File: config.mk
export PLATFORM = sky130hd
export DESIGN_NAME = csv_field_splitter_flat
export DESIGN_NICKNAME = d
export VERILOG_FILES = /design/src/sv/csvfs_pkg.sv /design/src/sv/csvfs_if.sv /design/src/sv/csvfs_div.sv /design/src/sv/csvfs_parse.sv /design/src/sv/csv_field_splitter.sv /design/src/flat_wrapper.sv
export SDC_FILE = /design/constraint.sdc
export NUM_CORES = 1
export LEC_CHECK = 0
export BUFFER_PORTS_ARGS = -buffer_cell sky130_fd_sc_hd__buf_2
export CAP_MARGIN = 20
export CORE_MARGIN = 10
export CORE_UTILIZATION = 59
export CTS_CLUSTER_DIAMETER = 150
export CTS_CLUSTER_SIZE = 20
export DETAILED_ROUTE_END_ITERATION = 10
export GPL_TIMING_DRIVEN = 0
export PLACE_DENSITY = 0.78
export REMOVE_ABC_BUFFERS = 1
export SYNTH_ARGS = -nofsm -noshare
export SYNTH_HDL_FRONTEND = slang
export SYNTH_SLANG_ARGS = --single-unit
File: constraint.sdc
create_clock -name clk -period 5 [get_ports clk]
set_input_delay 1 -clock clk [delete_from_list [all_inputs] [get_ports clk]]
set_output_delay 1 -clock clk [all_outputs]
set_load 0.02 [all_outputs]
File: src/sv/csvfs_pkg.sv
package csvfs_pkg;

  localparam int COUNT_BITS = 24;
  localparam int OUT_BITS   = 24;
  localparam int STEP_W     = $clog2(COUNT_BITS + 1);

  typedef logic [COUNT_BITS-1:0] cnt_t;
  typedef logic [OUT_BITS-1:0]   out_cnt_t;

  localparam cnt_t CNT_MAX = '1;

  localparam logic [7:0] CH_QUOTE = 8'h22;
  localparam logic [7:0] CH_COMMA = 8'h2C;
  localparam logic [7:0] CH_CR    = 8'h0D;
  localparam logic [7:0] CH_LF    = 8'h0A;

  typedef enum logic [1:0] {
    KIND_DATA   = 2'd0,
    KIND_FIELD  = 2'd1,
    KIND_ROW    = 2'd2,
    KIND_STATUS = 2'd3
  } kind_t;

  typedef enum logic [2:0] {
    Q_NORMAL = 3'b001,
    Q_IN     = 3'b010,
    Q_SEEN   = 3'b100
  } quote_t;

  typedef enum logic [2:0] {
    S_IDLE = 3'b001,
    S_DIV  = 3'b010,
    S_POST = 3'b100
  } state_t;

  typedef struct packed {
    logic       emit;
    kind_t      kind;
    logic [7:0] data;
  } parse_emit_t;

  typedef struct packed {
    cnt_t rows;
    cnt_t fields;
    logic ovf;
    logic in_quotes;
  } parse_stat_t;

  typedef struct packed {
    logic done;
    logic rem_zero;
    cnt_t quotient;
  } div_rsp_t;

  function automatic out_cnt_t to_out(input cnt_t v);
    logic [63:0] wide;
    wide = 64'(v);
    return wide[OUT_BITS-1:0];
  endfunction

endpackage

File: src/sv/csvfs_if.sv
interface csvfs_in_if;
  logic       valid;
  logic       ready;
  logic [7:0] in_byte;
  logic       is_end;

  modport source (output valid, output in_byte, output is_end, input ready);
  modport sink (input valid, input in_byte, input is_end, output ready);
  modport monitor (input valid, input ready, input in_byte, input is_end);
endinterface

interface csvfs_out_if;
  logic        valid;
  logic        ready;
  logic [1:0]  kind;
  logic [7:0]  data_byte;
  logic        status_ok;
  logic [23:0] row_count;
  logic [23:0] total_fields;
  logic [23:0] fields_per_row;

  modport source (output valid, output kind, output data_byte, output status_ok,
                  output row_count, output total_fields, output fields_per_row,
                  input ready);
  modport sink (input valid, input kind, input data_byte, input status_ok,
                input row_count, input total_fields, input fields_per_row,
                output ready);
  modport monitor (input valid, input ready, input kind, input data_byte,
                   input status_ok, input row_count, input total_fields,
                   input fields_per_row);
endinterface

File: src/sv/csvfs_div.sv
module csvfs_div import csvfs_pkg::*; (
  input  logic     clk,
  input  logic     rst_n,
  input  logic     start,
  input  cnt_t     dividend,
  input  cnt_t     divisor,
  output div_rsp_t rsp
);

  logic [STEP_W-1:0] step_r, step_nxt;
  logic              done_r, done_nxt;
  cnt_t              quo_r, quo_nxt;
  cnt_t              rem_r, rem_nxt;
  logic [COUNT_BITS:0] trial;

  always_comb begin
    trial    = {rem_r, quo_r[COUNT_BITS-1]};
    step_nxt = step_r;
    done_nxt = 1'b0;
    quo_nxt  = quo_r;
    rem_nxt  = rem_r;
    if (start) begin
      step_nxt = STEP_W'(COUNT_BITS);
      quo_nxt  = dividend;
      rem_nxt  = '0;
    end else if (step_r != '0) begin
      step_nxt = step_r - 1'b1;
      done_nxt = (step_r == STEP_W'(1));
      if (trial >= {1'b0, divisor}) begin
        rem_nxt = cnt_t'(trial - {1'b0, divisor});
        quo_nxt = {quo_r[COUNT_BITS-2:0], 1'b1};
      end else begin
        rem_nxt = trial[COUNT_BITS-1:0];
        quo_nxt = {quo_r[COUNT_BITS-2:0], 1'b0};
      end
    end
  end

  always_ff @(posedge clk) begin
    if (!rst_n) begin
      step_r <= '0;
      done_r <= 1'b0;
    end else begin
      step_r <= step_nxt;
      done_r <= done_nxt;
    end
    quo_r <= quo_nxt;
    rem_r <= rem_nxt;
  end

  assign rsp.done     = done_r;
  assign rsp.rem_zero = (rem_r == '0);
  assign rsp.quotient = quo_r;

endmodule

File: src/sv/csvfs_parse.sv
module csvfs_parse import csvfs_pkg::*; (
  input  logic        clk,
  input  logic        rst_n,
  input  logic        step,
  input  logic [7:0]  in_byte,
  input  logic        clear,
  output parse_emit_t emit,
  output parse_stat_t stat
);

  quote_t qm_r, qm_nxt;
  cnt_t   rows_r, rows_nxt;
  cnt_t   fields_r, fields_nxt;
  logic   ovf_r, ovf_nxt;
  logic   as_normal;

  always_comb begin
    qm_nxt     = qm_r;
    rows_nxt   = rows_r;
    fields_nxt = fields_r;
    ovf_nxt    = ovf_r;
    as_normal  = 1'b0;
    emit       = '{emit: 1'b0, kind: KIND_DATA, data: 8'h00};
    if (clear) begin
      qm_nxt     = Q_NORMAL;
      rows_nxt   = '0;
      fields_nxt = '0;
      ovf_nxt    = 1'b0;
    end else if (step) begin
      case (qm_r)
        Q_IN: begin
          if (in_byte == CH_QUOTE) begin
            qm_nxt = Q_SEEN;
          end else begin
            emit = '{emit: 1'b1, kind: KIND_DATA, data: in_byte};
          end
        end
        Q_SEEN: begin
          if (in_byte == CH_QUOTE) begin
            qm_nxt = Q_IN;
            emit   = '{emit: 1'b1, kind: KIND_DATA, data: in_byte};
          end else begin
            qm_nxt    = Q_NORMAL;
            as_normal = 1'b1;
          end
        end
        default: as_normal = 1'b1;
      endcase
      if (as_normal) begin
        case (in_byte)
          CH_QUOTE: qm_nxt = Q_IN;
          CH_COMMA: begin
            if (fields_r == CNT_MAX) ovf_nxt = 1'b1;
            else fields_nxt = fields_r + 1'b1;
            emit = '{emit: 1'b1, kind: KIND_FIELD, data: 8'h00};
          end
          CH_CR: ;
          CH_LF: begin
            if (fields_r == CNT_MAX) ovf_nxt = 1'b1;
            else fields_nxt = fields_r + 1'b1;
            if (rows_r == CNT_MAX) ovf_nxt = 1'b1;
            else rows_nxt = rows_r + 1'b1;
            emit = '{emit: 1'b1, kind: KIND_ROW, data: 8'h00};
          end
          default: emit = '{emit: 1'b1, kind: KIND_DATA, data: in_byte};
        endcase
      end
    end
  end

  always_ff @(posedge clk) begin
    if (!rst_n) begin
      qm_r     <= Q_NORMAL;
      rows_r   <= '0;
      fields_r <= '0;
      ovf_r    <= 1'b0;
    end else begin
      qm_r     <= qm_nxt;
      rows_r   <= rows_nxt;
      fields_r <= fields_nxt;
      ovf_r    <= ovf_nxt;
    end
  end

  assign stat.rows      = rows_r;
  assign stat.fields    = fields_r;
  assign stat.ovf       = ovf_r;
  assign stat.in_quotes = (qm_r != Q_NORMAL);

endmodule

File: src/sv/csv_field_splitter.sv
// CSV field splitter. Text enters on in_ch one byte per transfer; a transfer
// with is_end set closes the text and asks for the final status. Results
// leave on out_ch: content bytes, field-end and row-end markers, and one
// status item per end transfer with row count, field count, fields per row
// and a valid flag.
// A text byte's result, if any, is registered and shown the cycle after its
// transfer, so bytes stream at one per cycle while out_ch keeps up. Quote
// characters and carriage returns outside quotes give no result.
// An end transfer that passes the quote, row and overflow checks runs a
// restoring divider, one quotient bit per cycle, and its status item is
// registered from S_POST once the divider is done and out_ch has room.
// An end transfer that fails those checks skips the divider and goes
// straight to S_POST, where its status item waits until out_ch has room.
// in_ch is not ready meanwhile. After the status item is loaded, all parse
// state is back at its reset values.
// If out_ch stalls, the result register holds and in_ch drops ready until
// the waiting result is transferred.
// Reset (rst_n low at a clock edge) clears the quote state, the counters and
// the result valid flag.
module csv_field_splitter import csvfs_pkg::*; (
  input logic clk,
  input logic rst_n,
  csvfs_in_if.sink    in_ch,
  csvfs_out_if.source out_ch
);

  state_t      state_r, state_nxt;
  logic        pre_ok_r, pre_ok_nxt;
  logic        out_valid_r, out_valid_nxt;
  kind_t       out_kind_r, out_kind_nxt;
  logic [7:0]  out_data_r, out_data_nxt;
  logic        out_ok_r, out_ok_nxt;
  out_cnt_t    out_rows_r, out_rows_nxt;
  out_cnt_t    out_fields_r, out_fields_nxt;
  out_cnt_t    out_per_r, out_per_nxt;

  logic        slot_free;
  logic        in_xfer;
  logic        byte_step;
  logic        div_start;
  logic        post_load;
  logic        final_ok;
  parse_emit_t emit;
  parse_stat_t stat;
  div_rsp_t    div_rsp;

  assign slot_free    = !out_valid_r || out_ch.ready;
  assign in_ch.ready  = (state_r == S_IDLE) && slot_free;
  assign in_xfer      = in_ch.valid && in_ch.ready;
  assign byte_step    = in_xfer && !in_ch.is_end;
  assign post_load    = (state_r == S_POST) && slot_free;
  assign final_ok     = pre_ok_r && div_rsp.rem_zero;

  csvfs_parse u_parse (
    .clk     (clk),
    .rst_n   (rst_n),
    .step    (byte_step),
    .in_byte (in_ch.in_byte),
    .clear   (post_load),
    .emit    (emit),
    .stat    (stat)
  );

  csvfs_div u_div (
    .clk      (clk),
    .rst_n    (rst_n),
    .start    (div_start),
    .dividend (stat.fields),
    .divisor  (stat.rows),
    .rsp      (div_rsp)
  );

  always_comb begin
    state_nxt      = state_r;
    pre_ok_nxt     = pre_ok_r;
    div_start      = 1'b0;
    out_valid_nxt  = out_valid_r && !out_ch.ready;
    out_kind_nxt   = out_kind_r;
    out_data_nxt   = out_data_r;
    out_ok_nxt     = out_ok_r;
    out_rows_nxt   = out_rows_r;
    out_fields_nxt = out_fields_r;
    out_per_nxt    = out_per_r;
    case (state_r)
      S_IDLE: begin
        if (in_xfer && in_ch.is_end) begin
          pre_ok_nxt = !stat.in_quotes && (stat.rows != '0) && !stat.ovf;
          if (pre_ok_nxt) begin
            div_start = 1'b1;
            state_nxt = S_DIV;
          end else begin
            state_nxt = S_POST;
          end
        end else if (byte_step && emit.emit) begin
          out_valid_nxt  = 1'b1;
          out_kind_nxt   = emit.kind;
          out_data_nxt   = emit.data;
          out_ok_nxt     = 1'b0;
          out_rows_nxt   = '0;
          out_fields_nxt = '0;
          out_per_nxt    = '0;
        end
      end
      S_DIV: begin
        if (div_rsp.done) state_nxt = S_POST;
      end
      S_POST: begin
        if (post_load) begin
          out_valid_nxt  = 1'b1;
          out_kind_nxt   = KIND_STATUS;
          out_data_nxt   = 8'h00;
          out_ok_nxt     = final_ok;
          out_rows_nxt   = to_out(stat.rows);
          out_fields_nxt = to_out(stat.fields);
          out_per_nxt    = final_ok ? to_out(div_rsp.quotient) : '0;
          state_nxt      = S_IDLE;
        end
      end
      default: state_nxt = S_IDLE;
    endcase
  end

  always_ff @(posedge clk) begin
    if (!rst_n) begin
      state_r     <= S_IDLE;
      pre_ok_r    <= 1'b0;
      out_valid_r <= 1'b0;
    end else begin
      state_r     <= state_nxt;
      pre_ok_r    <= pre_ok_nxt;
      out_valid_r <= out_valid_nxt;
    end
    out_kind_r   <= out_kind_nxt;
    out_data_r   <= out_data_nxt;
    out_ok_r     <= out_ok_nxt;
    out_rows_r   <= out_rows_nxt;
    out_fields_r <= out_fields_nxt;
    out_per_r    <= out_per_nxt;
  end

  assign out_ch.valid          = out_valid_r;
  assign out_ch.kind           = out_kind_r;
  assign out_ch.data_byte      = out_data_r;
  assign out_ch.status_ok      = out_ok_r;
  assign out_ch.row_count      = out_rows_r;
  assign out_ch.total_fields   = out_fields_r;
  assign out_ch.fields_per_row = out_per_r;

endmodule

File: src/flat_wrapper.sv
// flat-port wrapper written by rule: the top's interface ports become plain ports
module csv_field_splitter_flat import csvfs_pkg::*;
  (clk, rst_n, in_ch_valid, in_ch_in_byte, in_ch_is_end, in_ch_ready, out_ch_valid, out_ch_kind, out_ch_data_byte, out_ch_status_ok, out_ch_row_count, out_ch_total_fields, out_ch_fields_per_row, out_ch_ready);
  csvfs_in_if in_ch_i ();
  csvfs_out_if out_ch_i ();
  input logic clk;
  input logic rst_n;
  input wire logic [$bits(in_ch_i.valid)-1:0] in_ch_valid;
  input wire logic [$bits(in_ch_i.in_byte)-1:0] in_ch_in_byte;
  input wire logic [$bits(in_ch_i.is_end)-1:0] in_ch_is_end;
  output wire logic [$bits(in_ch_i.ready)-1:0] in_ch_ready;
  output wire logic [$bits(out_ch_i.valid)-1:0] out_ch_valid;
  output wire logic [$bits(out_ch_i.kind)-1:0] out_ch_kind;
  output wire logic [$bits(out_ch_i.data_byte)-1:0] out_ch_data_byte;
  output wire logic [$bits(out_ch_i.status_ok)-1:0] out_ch_status_ok;
  output wire logic [$bits(out_ch_i.row_count)-1:0] out_ch_row_count;
  output wire logic [$bits(out_ch_i.total_fields)-1:0] out_ch_total_fields;
  output wire logic [$bits(out_ch_i.fields_per_row)-1:0] out_ch_fields_per_row;
  input wire logic [$bits(out_ch_i.ready)-1:0] out_ch_ready;
  assign in_ch_i.valid = in_ch_valid;
  assign in_ch_i.in_byte = in_ch_in_byte;
  assign in_ch_i.is_end = in_ch_is_end;
  assign in_ch_ready = in_ch_i.ready;
  assign out_ch_valid = out_ch_i.valid;
  assign out_ch_kind = out_ch_i.kind;
  assign out_ch_data_byte = out_ch_i.data_byte;
  assign out_ch_status_ok = out_ch_i.status_ok;
  assign out_ch_row_count = out_ch_i.row_count;
  assign out_ch_total_fields = out_ch_i.total_fields;
  assign out_ch_fields_per_row = out_ch_i.fields_per_row;
  assign out_ch_i.ready = out_ch_ready;
  csv_field_splitter u_core (.clk(clk), .rst_n(rst_n), .in_ch(in_ch_i), .out_ch(out_ch_i));
endmodule
==> results.toml, run 1 <==
[run_status]
outcome = "complete, no violations"

[finish]
insertedDiodeCount = 0
net_count_of_the_finished_layout = 1106
ff_latch_area_um2 = 4950
post_route_cells_drive_above_1_share_pct = 16.2
layoutNonFillerInstCount = 1291
areaGrowthSynthToFinish_pct = 12.8
multi_input_area_um2 = 4410
layout.filler_cells = 1263

[placement]
numPortBuffers = 97
dp_hpwl_um = 15600
pre_cts_slack_ns = 0.532
gp_congestion = 0.923
placed_cells_incl_taps = 1258

[route]
vias = 7311
route.detailed.vias_per_inst = 5.66
route.detailed.drc = 0
initialDrtViolationCount = 588
drt-total-wl_um = 21900
route.antenna.remaining_nets = 0
routed_wire_length_per_instance_um = 16.9
drt-pass1-iter-count = 5

[clock_network]
total_number_of_h_tree_levels = 4
clock_sink_count = 194
cts-resized-gates = 0
total_clock_buffers_created_by_cts = 17
hold_buffers = 0
cts_setup_buffers = 0
insertion_delay_ns = 0.43
tritoncts = "yes"
clockRootBuffer = "clkbuf_16"
clk_pin_slew_ns = 0.08
cts.path.max_buffers = 2

[critical_path]
worstPathArrival_ns = 3.85
worstSetupStartpointType = "flop"
worstSetupEndpointType = "flop"
critPathKind = "reg -> reg"
required_ns = 5.19
ff2ff_setup_slack_ns = 1.34
worstPathMaxFanout = 54

[power_and_ir_drop]
p_leak_uw = 0.00412
switching_share_pct = 35.9
max_ir_drop_vdd_mv = 0.324
power.combinational.fraction_pct = 36.0
clockPowerShare_pct = 23.8
power-per-cell-area_nw_per_um2 = 504
power_total_uw = 5540
relative_contribution_of_sequential_cells_to_total_power_pct = 40.3
total_switching_power_uw = 1990
power_report.internal_total_uw = 3550

[global_route]
grt_total_usage_pct = 19.9
antenna_violations_before_repair = 0
vias_in_the_first_global_route = 6925
largest_net_degree_at_the_start_of_global_routing = 55
global_route.overflow_total = 0
grt_pass1_wl_um = 35800

[timing]
holdWs_ns = 0.488
setup_viol = 0
max_freq_mhz = 273
finalCritPeriodShare_pct = 73.2
max_slew.worst_pin.slew_ns = 1.07
finalHoldViolCount = 0
clock_skew_ns = 0.0133
final_critical_path_setup_slack_ns = 1.34
timing.max_slew.rel_slack_pct = 28.7
timing.final.max_slew_violations = 0
final.min_clock_period_ns = 3.66
grt_setup_unrepaired = "no"

[synth]
synth_area_leaders = "edfxtp_1 (33%), dfxtp_1 (18%), nor2_1 (4.1%)"
synth-warning-count = 0
synth.cell_area_um2 = 9750
synth_top_cell_by_area = "edfxtp_1"
netlist-cell-type-count = 79
postSynth.asyncResetShare_pct = 0
ys_seq_area_share_pct = 50.8
synth.top_cells.by_count = "edfxtp_1 (107), nor2_1 (107), nand2_1 (106), dfxtp_1 (87), a21oi_1 (57)"
synth_top_flop_cell = "edfxtp_1"
synth.ff_latch_count = 194
synth_top_area_share_pct = 32.9
post_synth_inst_count = 979
synth_edf_count = 107
synth.avg_cell_area_um2 = 9.96

[worst_hold_path]
min-delay-path-class = "reg -> reg"

[floorplan]
boundaryPins = 98
core_area_um2 = 16100
die_height_um = 149
die_w_um = 149
num_rows = 46
area_enclosed_by_the_die_boundary_um2 = 22100
starting_utilization_of_the_core_area_pct = 60.7

[job]
max-cap-violations = 0
## cell families (layout without fill, tap and decap cells)
group                    Yosys count  count (layout)  share of synthesized area, %
AND/OR/NAND/NOR                  414             414                          21.8
flip-flops                       194             194                          50.8
AO/OA/AOI/OAI                    179             179                          12.0
buffers and inverters             85             181                          4.28
XOR/XNOR                          56              56                          5.03
adder cells (fa/ha/maj)           31              31                          4.05
multiplexers                      20              20                          2.05
## layout by cell type (no fill, tap or decap), drive strengths merged, types with 7 or more instances in the layout
cell type and instances:
a211oi 8, nand2 106, nor2 108, xnor2 44
inv 50, and2 50, nand3 18, o21ai 54
dfxtp 87, a21oi 58, nor4 14, nor4b 7
nor2b 15, xor2 12, clkbuf 19, ha 30
mux2i 20, a21o 13, nand4 18, and3 13
or3 12, nor3 24, edfxtp 107, buf 105
## flip-flops by register name, indices dropped and copies added, names as in the netlist
| name | cells |
|---|---|
| u_core.u_div.done_r | 1 |
| u_core.out_ch.row_count | 24 |
| u_core.u_div.rem_r | 24 |
| u_core.out_ch.kind | 2 |
| u_core.u_div.quo_r | 24 |
| u_core.out_ch.total_fields | 24 |
| u_core.u_parse.fields_r | 24 |
| u_core.u_parse.rows_r | 24 |
| u_core.out_ch.data_byte | 8 |
| u_core.u_parse.qm_r | 3 |
| u_core.u_div.step_r | 5 |
| u_core.out_ch.status_ok | 1 |
| u_core.pre_ok_r | 1 |
| u_core.out_ch.valid | 1 |
| u_core.u_parse.ovf_r | 1 |
| u_core.state_r | 3 |
| u_core.out_ch.fields_per_row | 24 |
## through the flow
step	util (%)	area, um^2	setup TNS (ns)
floorplan	-	9500	0
global placement	63.9	10300	-33.39
detailed placement	64.8	10400	0
CTS	68.3	11000	0
global route	68.5	11000	0
finish	68.5	11000	0
## path summary, 6_finish.rpt
check                                           end  cells after the start                             startpoint
setup / recovery   u_core.u_div.quo_r[21]$_DFFE_PP_                      8  u_core.u_parse.rows_r[1]$_SDFFE_PP0P_
hold / removal    u_core.u_parse.ovf_r$_SDFFE_PP0P_                      2      u_core.u_parse.ovf_r$_SDFFE_PP0P_
setup reg to reg   u_core.u_div.quo_r[21]$_DFFE_PP_                      8  u_core.u_parse.rows_r[1]$_SDFFE_PP0P_
hold reg to reg   u_core.u_parse.ovf_r$_SDFFE_PP0P_                      2      u_core.u_parse.ovf_r$_SDFFE_PP0P_
## metal layers
| metal | vias up | global-route usage (%) | wire [um] |
|---|---|---|---|
| met3 | 14 | 4.31 | 1100 |
| met2 | 157 | 30.8 | 10000 |
| met5 | - | 0 | 0 |
| li1 | 3639 | - | - |
| met4 | 0 | 5.20 | 186 |
| met1 | 3501 | 27.7 | 10600 |
## cell type report
type	count	share of cell area [%]
Clock buffer	19	4.12
Multi-Input combinational cell	700	40.1
Timing Repair Buffer	105	5.70
Sequential cell	194	45.1
Inverter	44	1.50
Tap cell	216	2.46
Clock inverter	13	1.07
## power by group through the flow
stage,Sequential [uW],Clock (uW),Combinational (uW)
3_3_place_gp,2260,0,1800
2_1_floorplan,2250,0,1420
6_report,2230,1320,1990
4_1_cts,2230,1320,1930
3_5_place_dp,2260,0,1910
5_1_grt,2260,1390,2230
## worst max-delay path: stages (launching register included)
cell	delay (ns)
dfxtp_1	0.38
inv_1	0.15
ha_1	0.19
nor4b_1	0.23
nand4_1	0.23
o21ai_0	0.49
or2_2	0.89
nand2_1	0.53
buf_16	0.32
No activity file was read; power rests on OpenSTA's default activity.
==> inputs of run 2 (changes only) <==
==> constraint.sdc (replaced) <==
create_clock -name clk -period 3.61 [get_ports clk]
set_input_delay 0.722 -clock clk [delete_from_list [all_inputs] [get_ports clk]]
set_output_delay 0.722 -clock clk [all_outputs]
set_load 0.02 [all_outputs]
==> run 2 against run 1 <==
- cell count did not move
- wire length rose by 0.81%
- count of clock-buffer cells in the layout did not move
- via count increased by 0.47%
- critical path type unchanged
- largest cell class unchanged
- largest power group unchanged
==> results.toml, run 2 (synthesis results as in run 1) <==
[run_status]
outcome = "complete, no violations"

[critical_path]
timing.critical_path.cells = "inv_1 > ha_1 > a21o_1 > a32o_1 > nor2_1 > o21ai_1 > a221o_1 > a21oi_4 > mux2i_1 > a21oi_1"
rr_startpoint = "u_core.u_parse.rows_r[10]$_SDFFE_PP0P_"
worstSetupStartpointType = "flop"
worstPathArrival_ns = 3.70
required_ns = 3.93
ff2ff_setup_slack_ns = 0.23
path_delay_family = "compound AO/OA/AOI/OAI gates"
slowest_delay_ns = 0.62
worstSetupEndpointType = "flop"
reg2reg_depth = 10
critPathKind = "reg -> reg"
reg2reg_to = "u_core.u_div.rem_r[5]$_SDFFE_PP0P_"
critical_path.slowest_cell = "a21oi_4"
worstPathMaxFanout = 14
path_buf_inv = 1

[route]
route.antenna.remaining_nets = 0
initialDrtViolationCount = 602
drt-total-wl_um = 22100
drt-pass1-iter-count = 5
route.detailed.drc = 0
routed_wire_length_per_instance_um = 17.1
vias = 7345
route.detailed.vias_per_inst = 5.69

[global_route]
vias_in_the_first_global_route = 6928
largest_net_degree_at_the_start_of_global_routing = 55
grt_total_usage_pct = 19.9
antenna_violations_before_repair = 0
grt_pass1_wl_um = 35800
global_route.overflow_total = 0

[power_and_ir_drop]
max_ir_drop_vdd_mv = 0.457
power.combinational.fraction_pct = 35.6
power-per-cell-area_nw_per_um2 = 696
power_report.internal_total_uw = 4870
relative_contribution_of_sequential_cells_to_total_power_pct = 40.4
clockPowerShare_pct = 24.0
total_switching_power_uw = 2780
switching_share_pct = 36.3
p_leak_uw = 0.00411

[worst_hold_path]
min-delay-path-class = "reg -> reg"
min_delay_worst_endpoint = "u_core.u_parse.ovf_r$_SDFFE_PP0P_"
worst_hold_stages = 2
worstHoldStart = "u_core.u_parse.ovf_r$_SDFFE_PP0P_"

[floorplan]
area_enclosed_by_the_die_boundary_um2 = 22100
boundaryPins = 98
core_area_um2 = 16100
die_w_um = 149
num_rows = 46
starting_utilization_of_the_core_area_pct = 60.7
die_height_um = 149

[placement]
dp_hpwl_um = 15600
numPortBuffers = 97
dpl-instance-area_um2 = 10400
gp_congestion = 0.923

[clock_network]
cts_setup_buffers = 0
clock_sink_count = 194
total_clock_buffers_created_by_cts = 17
clockRootBuffer = "clkbuf_16"
clk_pin_slew_ns = 0.08
total_number_of_h_tree_levels = 4
tritoncts = "yes"
insertion_delay_ns = 0.44
cts.path.max_buffers = 2

[timing]
final.min_clock_period_ns = 3.38
finalHoldViolCount = 0
max_freq_mhz = 296
max_slew.worst_pin.slew_ns = 1.04
timing.max_slew.rel_slack_pct = 30.2
grt_setup_unrepaired = "no"
setup_viol = 0
clock_skew_ns = 0.0132
tns_ns = 0
timing.final.max_slew_violations = 0
finalCritPeriodShare_pct = 93.5

[finish]
commonest_non_fill_non_tap_cell_in_the_layout = "edfxtp_1"
areaGrowthSynthToFinish_pct = 12.7
post_route_cells_drive_above_1_share_pct = 16.3
layout.filler_cells = 1271
most_used_cells_in_the_layout_excluding_fill_and_tap_cells = "edfxtp_1 (107), nor2_1 (106), nand2_1 (105)"
insertedDiodeCount = 0
net_count_of_the_finished_layout = 1106
final_cell_area_um2 = 11000

[job]
max-cap-violations = 0
-- run 2: repair_timing --
action | in CTS | in global routing
pin swaps | 0 | 1
gates cloned | 0 | 1
hold buffers | 0 | 0
endpoints found under the setup margin | 24 | 24
gates resized for setup | 2 | 1
-- run 2: cell type report --
cell class,instances,area [um^2],area share (%)
Clock buffer,19,453,4.12
Clock inverter,13,118,1.07
Inverter,44,165,1.50
Multi-Input combinational cell,701,4430,40.3
Sequential cell,194,4950,45.1
Tap cell,216,270,2.46
Timing Repair Buffer,104,599,5.45
-- run 2: how the worst max path moves through the flow --
stage	startpoint	endpoint	cells past startpoint
after global placement	in_ch_in_byte[0]	u_core.out_ch.row_count[10]$_SDFFCE_PN0P_	7
after floorplan	in_ch_in_byte[4]	u_core.out_ch.data_byte[0]$_SDFFCE_PP0P_	6
final	u_core.u_parse.rows_r[10]$_SDFFE_PP0P_	u_core.u_div.rem_r[5]$_SDFFE_PP0P_	10
after global routing	u_core.u_parse.rows_r[10]$_SDFFE_PP0P_	u_core.u_div.rem_r[17]$_SDFFE_PP0P_	10
after detailed placement	out_ch_ready	u_core.u_div.quo_r[14]$_DFFE_PP_	6
after CTS	u_core.u_parse.rows_r[10]$_SDFFE_PP0P_	u_core.u_div.rem_r[5]$_SDFFE_PP0P_	10
-- run 2: power groups by stage --
stage                     Sequential [uW]  Clock, uW  Combinational [uW]
after floorplan                      3110          0                1970
after global placement               3130          0                2490
after detailed placement             3140          0                2650
after CTS                            3090       1830                2680
after global routing                 3140       1930                3050
final                                3090       1830                2720
-- run 2: metal layers --
layer / part of all wire [%] / up-vias / global-route usage (%)
met2: 46 / 197 / 30.8
li1: - / 3648 / -
met5: 0 / - / 0
met1: 47 / 3481 / 27.7
met3: 6.7 / 19 / 4.31
met4: 0.93 / 0 / 5.20
-- run 2: per-stage QoR --
| stage | instances | util (%) | setup slack [ns] | power (uW) | hold slack [ns] |
|---|---|---|---|---|---|
| 2_1_floorplan | 938 | - | -0.547 | 5080 | 0.439 |
| 3_3_place_gp | 1251 | 63.9 | -1.52 | 5620 | 0.464 |
| 3_5_place_dp | 1258 | 64.8 | -0.580 | 5780 | 0.474 |
| 4_1_cts | 1290 | 68.3 | 0.00942 | 7600 | 0.488 |
| 5_1_grt | 1291 | 68.4 | 0.0194 | 8110 | 0.523 |
| 6_report | 1291 | 68.4 | 0.234 | 7650 | 0.489 |
-- run 2: tightest hold or removal path, delay by kind of cell (launching register included) --
kind          cells  cell delay (ns)
flops             1             0.34
simple gates      2             0.12
==> inputs of run 3 (changes only) <==
--- a/config.mk
+++ b/config.mk
@@ -14,7 +14,9 @@
 export DETAILED_ROUTE_END_ITERATION = 10
 export GPL_TIMING_DRIVEN = 0
 export PLACE_DENSITY = 0.78
+export RECOVER_POWER = 25
 export REMOVE_ABC_BUFFERS = 1
 export SYNTH_ARGS = -nofsm -noshare
 export SYNTH_HDL_FRONTEND = slang
 export SYNTH_SLANG_ARGS = --single-unit
+export TNS_END_PERCENT = 50
==> run 3 against run 2 <==
- critical endpoint unchanged
- count of clock-buffer cells in the layout stayed put
- design area fell by 0.98%
- wire length is 0.37% higher
- global-route usage unchanged
- hold slack better by 0.00084 ns
- critical path depth stayed put
- sequential share of layout area rose by 0.45 points
- largest power group unchanged
- the flow now finishes with violations (max-capacitance violations, max-slew violations)
==> results.toml, run 3 (synthesis results as in run 1) <==
[critical_path]
slowest_delay_ns = 0.61
rr_startpoint = "u_core.u_parse.rows_r[10]$_SDFFE_PP0P_"
worstPathArrival_ns = 3.69
critPathKind = "reg -> reg"
worstSetupEndpointType = "flop"
worstPathMaxFanout = 14
reg2reg_to = "u_core.u_div.rem_r[5]$_SDFFE_PP0P_"
crit_path_start = "u_core.u_parse.rows_r[10]$_SDFFE_PP0P_"
worstSetupStartpointType = "flop"
required_ns = 3.93
reg2reg_depth = 10
ff2ff_setup_slack_ns = 0.24
critical_path.slowest_cell = "a21oi_4"
timing.critical_path.cells = "inv_1 > ha_1 > a21o_1 > a32o_1 > nor2_1 > o21ai_1 > a221o_1 > a21oi_4 > mux2i_1 > a21oi_1"

[placement]
pre_cts_slack_ns = -0.580
gp_congestion = 0.923
dp_hpwl_um = 15600
numPortBuffers = 97

[floorplan]
num_rows = 46
core_area_um2 = 16100
area_enclosed_by_the_die_boundary_um2 = 22100
boundaryPins = 98
die_w_um = 149
die_height_um = 149
starting_utilization_of_the_core_area_pct = 60.7

[timing]
setup_viol = 0
tns_ns = 0
timing.max_slew.rel_slack_pct = -5.99
max_freq_mhz = 297
finalCritPeriodShare_pct = 93.4
max_slew.worst_pin.slew_ns = 1.59
final.min_clock_period_ns = 3.37
clock_skew_ns = 0.0139
grt_setup_unrepaired = "no"
timing.final.max_slew_violations = 34
holdWs_ns = 0.490
final_critical_path_setup_slack_ns = 0.239
finalHoldViolCount = 0

[power_and_ir_drop]
power_report.internal_total_uw = 4860
power_total_uw = 7640
switching_share_pct = 36.3
power.combinational.fraction_pct = 35.6
p_leak_uw = 0.00385
relative_contribution_of_sequential_cells_to_total_power_pct = 40.5
total_switching_power_uw = 2770
clockPowerShare_pct = 23.9
power-per-cell-area_nw_per_um2 = 702
max_ir_drop_vdd_mv = 0.449

[route]
initialDrtViolationCount = 615
route.detailed.drc = 0
drt-total-wl_um = 22100
drt-pass1-iter-count = 6
routed_wire_length_per_instance_um = 17.1
route.antenna.remaining_nets = 0
route.detailed.vias_per_inst = 5.72
vias = 7381

[run_status]
outcome = "finished, violations left"
failed_checks = "max-capacitance violations, max-slew violations"

[global_route]
grt_pass1_wl_um = 35800
grt_total_usage_pct = 19.9
antenna_violations_before_repair = 0
global_route.overflow_total = 0
vias_in_the_first_global_route = 6928
largest_net_degree_at_the_start_of_global_routing = 55

[job]
max-cap-violations = 1

[clock_network]
clockRootBuffer = "clkbuf_16"
total_clock_buffers_created_by_cts = 17
clk_pin_slew_ns = 0.08
cts.path.max_buffers = 2
insertion_delay_ns = 0.43
hold_buffers = 0
tritoncts = "yes"
total_number_of_h_tree_levels = 4
clock_sink_count = 194

[worst_hold_path]
min-delay-path-class = "reg -> reg"
min_delay_worst_endpoint = "u_core.u_parse.ovf_r$_SDFFE_PP0P_"
worst_hold_stages = 2
worstHoldStart = "u_core.u_parse.ovf_r$_SDFFE_PP0P_"

[finish]
areaGrowthSynthToFinish_pct = 11.6
net_count_of_the_finished_layout = 1106
commonest_non_fill_non_tap_cell_in_the_layout = "edfxtp_1"
insertedDiodeCount = 0
post_route_cells_drive_above_1_share_pct = 8.37
most_used_cells_in_the_layout_excluding_fill_and_tap_cells = "edfxtp_1 (107), nor2_1 (106), nand2_1 (105)"
layout.core_utilization_pct = 67.8
-- run 3: cell count changes in the layout (fill, tap and decap cells not counted), sizes merged --
cell	previous run	this run
buf	104	20
clkbuf	19	103
-- run 3: power by group through the flow --
stage,registers (uW),clock network [uW],logic (uW)
after floorplan,3110,0,1970
after global placement,3130,0,2490
after detailed placement,3140,0,2650
after global routing,3140,1930,3040
after CTS,3090,1830,2680
final,3090,1830,2720
-- run 3: critical path: cells and delay by family, from the launching register on --
kind,cells,cell delay [ns]
mux,1,0.32
flops,1,0.47
buf+inv,1,0.14
fa+ha+maj,1,0.39
simple gates,1,0.13
compound gates,6,1.80
-- run 3: how the worst max path moves through the flow --
stage | endpoint | slack (ns) | cells past startpoint
global route | u_core.u_div.rem_r[17]$_SDFFE_PP0P_ | 0.02 | 10
detailed placement | u_core.u_div.quo_r[14]$_DFFE_PP_ | -0.58 | 6
finish | u_core.u_div.rem_r[5]$_SDFFE_PP0P_ | 0.24 | 10
floorplan | u_core.out_ch.data_byte[0]$_SDFFCE_PP0P_ | -0.55 | 6
CTS | u_core.u_div.rem_r[5]$_SDFFE_PP0P_ | 0.009 | 10
global placement | u_core.out_ch.row_count[10]$_SDFFCE_PN0P_ | -1.52 | 7
-- run 3: layout make-up --
| type | instances | area [um^2] |
|---|---|---|
| multi-input cells | 701 | 4430 |
| inverters | 44 | 165 |
| fillers | 1317 | 5170 |
| well taps | 216 | 270 |
| clock inverters | 13 | 118 |
| repair buffers | 104 | 494 |
| clock buffers | 19 | 453 |
| flip-flops and latches | 194 | 4950 |
-- run 3: timing repair --
action                                  CTS  global route
pin swaps                                 0             1
gates resized for setup                   2             1
setup buffers                             0             0
gates cloned                              0             1
endpoints found under the setup margin   24            24
-- run 3: layer usage --
layer | track usage [%] | vias to the layer above | share of wire, %
met2 | 30.8 | 240 | 46
met5 | 0 | - | 0
met3 | 4.31 | 15 | 6.8
met1 | 27.7 | 3483 | 47
li1 | - | 3643 | -
met4 | 5.20 | 0 | 0.85
-- run 3: through the flow --
stage	std cells	area (um^2)
after global placement	1251	10300
after global routing	1291	10900
final	1291	10900
after CTS	1290	11000
after detailed placement	1258	10400
after floorplan	938	9500
